<file path="src/hw/rtl/kgq_pkg.sv">
// Shared types and constants for the keyframe gated unit queue.
`default_nettype none

package kgq_pkg;

	// Default sizing
	localparam int MAX_UNITS_DEF     = 16;
	localparam int MAX_UNIT_NALS_DEF = 16;
	localparam int STORE_DEPTH_DEF   = 512;
	localparam int HANDLE_BITS_DEF   = 32;

	// Field widths of the stream words
	localparam int KIND_W    = 2;
	localparam int HANDLE_W  = 32;
	localparam int LIMIT_W   = 5;
	localparam int TDATA_W   = 40;
	localparam int S_TUSER_W = 2;
	localparam int M_TUSER_W = 5;

	localparam logic [LIMIT_W-1:0] LIMIT_RESET = 5'd16;

	// Operation codes carried in the input tuser
	typedef enum logic [KIND_W-1:0] {
		KIND_PUSH  = 2'd0,
		KIND_POP   = 2'd1,
		KIND_CLEAR = 2'd2,
		KIND_RSVD  = 2'd3   // reserved code, changes nothing
	} kgq_kind_t;

	typedef enum logic {
		ST_IDLE = 1'b0,
		ST_READ = 1'b1
	} kgq_state_t;

	// Commands from the controller to the datapath
	typedef struct packed {
		logic do_push;   // apply the input word as a push
		logic do_pop;    // read the head entry and advance the head
		logic do_clear;  // empty the committed queue
		logic pop_done;  // store read data is valid this cycle
		logic load_res;  // load the result register
	} kgq_cmd_t;

	// Status from the datapath to the controller
	typedef struct packed {
		logic queue_empty;
	} kgq_stat_t;

endpackage

`default_nettype wire

</file>
<file path="src/hw/rtl/kgq_ctrl.sv">
// Controller state machine: accept handshake, pop read sequencing, result valid.
`default_nettype none

module kgq_ctrl (
	input  wire logic                       clk,
	input  wire logic                       arst_n,
	input  wire logic                       s_tvalid,
	output logic                            s_tready,
	input  wire logic [kgq_pkg::KIND_W-1:0] kind,
	output logic                            m_tvalid,
	input  wire logic                       m_tready,
	input  wire kgq_pkg::kgq_stat_t         stat,
	output kgq_pkg::kgq_cmd_t               cmd
);

	kgq_pkg::kgq_state_t state_q, state_d;
	logic                out_valid_q;
	logic                out_free;
	logic                accept;

	// State register
	always_ff @(posedge clk or negedge arst_n) begin
		if (!arst_n) begin
			state_q <= kgq_pkg::ST_IDLE;
		end else begin
			state_q <= state_d;
		end
	end

	// Hold the result word until the sink takes it
	always_ff @(posedge clk or negedge arst_n) begin
		if (!arst_n) begin
			out_valid_q <= 1'b0;
		end else if (cmd.load_res) begin
			out_valid_q <= 1'b1;
		end else if (m_tready) begin
			out_valid_q <= 1'b0;
		end
	end

	assign m_tvalid = out_valid_q;
	assign out_free = !out_valid_q || m_tready;
	assign s_tready = (state_q == kgq_pkg::ST_IDLE) && out_free;
	assign accept   = s_tvalid && s_tready;

	// Next state and commands
	always_comb begin
		state_d = state_q;
		cmd     = '0;
		case (state_q)
			kgq_pkg::ST_IDLE: begin
				if (accept) begin
					case (kind)
						kgq_pkg::KIND_PUSH: begin
							cmd.do_push  = 1'b1;
							cmd.load_res = 1'b1;
						end
						kgq_pkg::KIND_POP: begin
							if (stat.queue_empty) begin
								cmd.load_res = 1'b1;
							end else begin
								cmd.do_pop = 1'b1;
								state_d    = kgq_pkg::ST_READ;
							end
						end
						kgq_pkg::KIND_CLEAR: begin
							cmd.do_clear = 1'b1;
							cmd.load_res = 1'b1;
						end
						default: begin
							cmd.load_res = 1'b1;
						end
					endcase
				end
			end
			kgq_pkg::ST_READ: begin
				cmd.pop_done = 1'b1;
				cmd.load_res = 1'b1;
				state_d      = kgq_pkg::ST_IDLE;
			end
			default: begin
				state_d = kgq_pkg::ST_IDLE;
			end
		endcase
	end

endmodule

`default_nettype wire

</file>
<file path="config.mk">
export PLATFORM = sky130hd
export DESIGN_NAME = kgq_ctrl
export DESIGN_NICKNAME = d
export VERILOG_FILES = /design/src/hw/rtl/kgq_pkg.sv /design/src/hw/rtl/kgq_ctrl.sv
export SDC_FILE = /design/constraint.sdc
export NUM_CORES = 1
export LEC_CHECK = 0
export BUFFER_PORTS_ARGS = -buffer_cell sky130_fd_sc_hd__buf_2
export CAP_MARGIN = 5
export CORE_AREA = 3 3 40 42
export CTS_BUF_LIST = sky130_fd_sc_hd__clkbuf_16
export DETAILED_ROUTE_END_ITERATION = 16
export DIE_AREA = 0 0 43 45
export PLACE_DENSITY = 0.3
export SLEW_MARGIN = 10
export SYNTH_ARGS = -nofsm -noshare
export SYNTH_HDL_FRONTEND = slang
export SYNTH_SLANG_ARGS = --single-unit
</file>
<file path="constraint.sdc">
create_clock -name clk -period 2.1 [get_ports clk]
set_clock_uncertainty 0.2 [all_clocks]
set_input_delay 0.21 -clock clk [delete_from_list [all_inputs] [get_ports clk]]
set_output_delay 0.21 -clock clk [all_outputs]
set_load 0.02 [all_outputs]
</file>
==> results.json <==
{
  "cts-resized-gates": 0,
  "cts_buffers": 3,
  "yosysTopAreaCellShare_pct": 32.3,
  "min_from": "s_tvalid",
  "ys_seq_elements": 2,
  "maxCapViolations": 0,
  "grt_first_pass_wirelength_um": 807,
  "synth_nets": 21,
  "cellPowerDensity_mw_per_mm2": 1190,
  "synth_warnings": 0,
  "antenna_found_initial": 0,
  "rsz0062_at_grt": "no",
  "max-vdd-ir-drop_v": 0.000482,
  "cts.sinks": 2,
  "clock_latency_ns": 0.22,
  "n_antenna_cell": 0,
  "placementRows": 13,
  "ios": 14,
  "yosys.area.top_type": "dfrtp_1",
  "antenna_left": 0,
  "num_vias": 172,
  "drive_gt1_share_pct": 69.0,
  "fin_setup_tns_ns": 0,
  "setup_viol": 0,
  "post_cts_buffers": 0,
  "wl_um": 449,
  "grt_use_total_pct": 5.75,
  "reg2regPathDepth": 2,
  "postSynthAreaPerCell_um2": 11.1,
  "overflow": 0,
  "yosysSeqAreaShare_pct": 32.3,
  "r2r_slack_ns": 0.84,
  "power_mw": 0.368,
  "worstSetupPathType": "reg2out",
  "max_slew_margin_pct": 80.9,
  "crit_arrival_ns": 1.39,
  "die_h_um": 45,
  "cts_tree": "yes",
  "r2r_end": "state_q$_DFF_PN0_",
  "drt_pass1_iterations": 2,
  "cts_buffer_depth": 2,
  "cp_cell_sequence": "and2b_2 -> nor4b_2 -> buf_2",
  "root_buffer": "clkbuf_16",
  "synth_cell_types": 10,
  "hold_viol_final": 0,
  "start_util_pct": 12.1,
  "endpoint_kind": "output pin",
  "cp_data_required_time_ns": 1.69,
  "first_global_vias": 188,
  "viasPerCell": 3.91,
  "path_depth": 3,
  "tightest_slew_ns": 0.286,
  "syn_inst": 14,
  "dpl_cell_area_um2": 224,
  "path_clk_slew_ns": 0.03,
  "grt_max_degree": 8,
  "dieArea_mm2": 0.00194,
  "worstPathMaxFanout": 5,
  "cts_hold_buffers": 1,
  "cellLeakagePower_nw": 0.151,
  "whs_path_depth": 2,
  "crit_buf_inv": 1,
  "core_mm2": 0.00128,
  "slew_violations": 0,
  "period_minus_slack_ns": 1.80,
  "routedWlPerCell_um": 10.2,
  "finalWeightedCongestion": 0.703,
  "drc": 0,
  "reg2reg_from": "m_tvalid$_DFFE_PN0P_",
  "slowest_delay_ns": 0.37,
  "crit_slowest_cell": "dfrtp_1",
  "worstHoldEndpoint": "m_tvalid$_DFFE_PN0P_",
  "synth.cell_area_um2": 155,
  "period_share_pct": 85.5,
  "outcome": "finished clean",
  "drtIter0Drc": 1,
  "path_delay_family": "simple AND/OR/NAND/NOR gates",
  "worstSetupStartpoint": "m_tvalid$_DFFE_PN0P_",
  "die_w_um": 43,
  "hold_class": "in2reg",
  "fin_area_um2": 309,
  "crit_path_start_kind": "register",
  "max_freq_mhz": 557,
  "nets": 38,
  "cts_max_level": 1,
  "synth.area.top_cells": "dfrtp_1, nor4b_2, buf_4",
  "numPortBuffers": 13,
  "synthToLayoutAreaGrowth_pct": 99.2
}
-- Yosys cell counts --
master    number
nand2b_1       2
a211o_1        1
dfrtp_1        2
a31o_1         1
or3b_4         1
buf_4          2
nor2_1         1
nor4b_2        2
and2b_2        1
nor4_1         1
-- metal layers --
metal / global-route usage (%) / share of wire [%] / vias to the layer above
met5: 0 / 0 / -
met4: 3.61 / 0 / 0
met3: 3.19 / 12 / 0
met2: 7.19 / 37 / 13
met1: 7.47 / 51 / 78
li1: - / - / 81
-- metrics by stage --
stage / cells / hold WS [ns] / utilization, % / worst slack (ns)
2_1_floorplan: 14 / -0.286 / - / 0.295
3_3_place_gp: 40 / -0.205 / 17.4 / 0.472
3_5_place_dp: 40 / -0.203 / 17.4 / 0.452
4_1_cts: 44 / 0.0736 / 24.1 / 0.297
5_1_grt: 44 / 0.0929 / 24.1 / 0.194
6_report: 44 / 0.0663 / 24.1 / 0.304
-- final cells by class --
type	instances	area (um^2)
fillers	138	976
clock buffers	3	75.1
flip-flops and latches	2	50.0
multi-input cells	10	90.1
well taps	15	18.8
repair buffers	14	75.1
-- sequential cells by signal, indices dropped and copies added, names as in the netlist --
name,count
state_q,1
m_tvalid,1
-- cells by family after synthesis --
group / Yosys count / synth area share [%]
and+or+nand+nor: 8 / 46.8
DFF: 2 / 32.3
buffers and inverters: 2 / 9.67
AOI/OAI and AO/OA: 2 / 11.3
-- placed cells by master (no fill, tap or decap) --
cell	instances
and2b_2	1
nor2_1	1
or3b_4	1
nor4b_2	2
clkbuf_16	3
dfrtp_1	2
a31o_1	1
dlygate4sd3_1	1
nor4_1	1
nand2b_1	2
buf_2	13
a211o_1	1
-- worst max-delay path by stage --
stage	endpoint	slack [ns]
after CTS	cmd[3]	0.30
final	cmd[3]	0.30
after floorplan	cmd[4]	0.29
after global routing	cmd[3]	0.19
after detailed placement	cmd[3]	0.45
after global placement	cmd[3]	0.47
-- power by group --
group / internal (mW) / switching, mW / total, mW / leakage (nW)
clock: 0.242 / 0.0418 / 0.284 / 0.0370
sequential: 0.0411 / 0.00208 / 0.0432 / 0.0248
combinational: 0.0185 / 0.0220 / 0.0404 / 0.0893
Note: power is estimated with default switching activity, not from simulation.
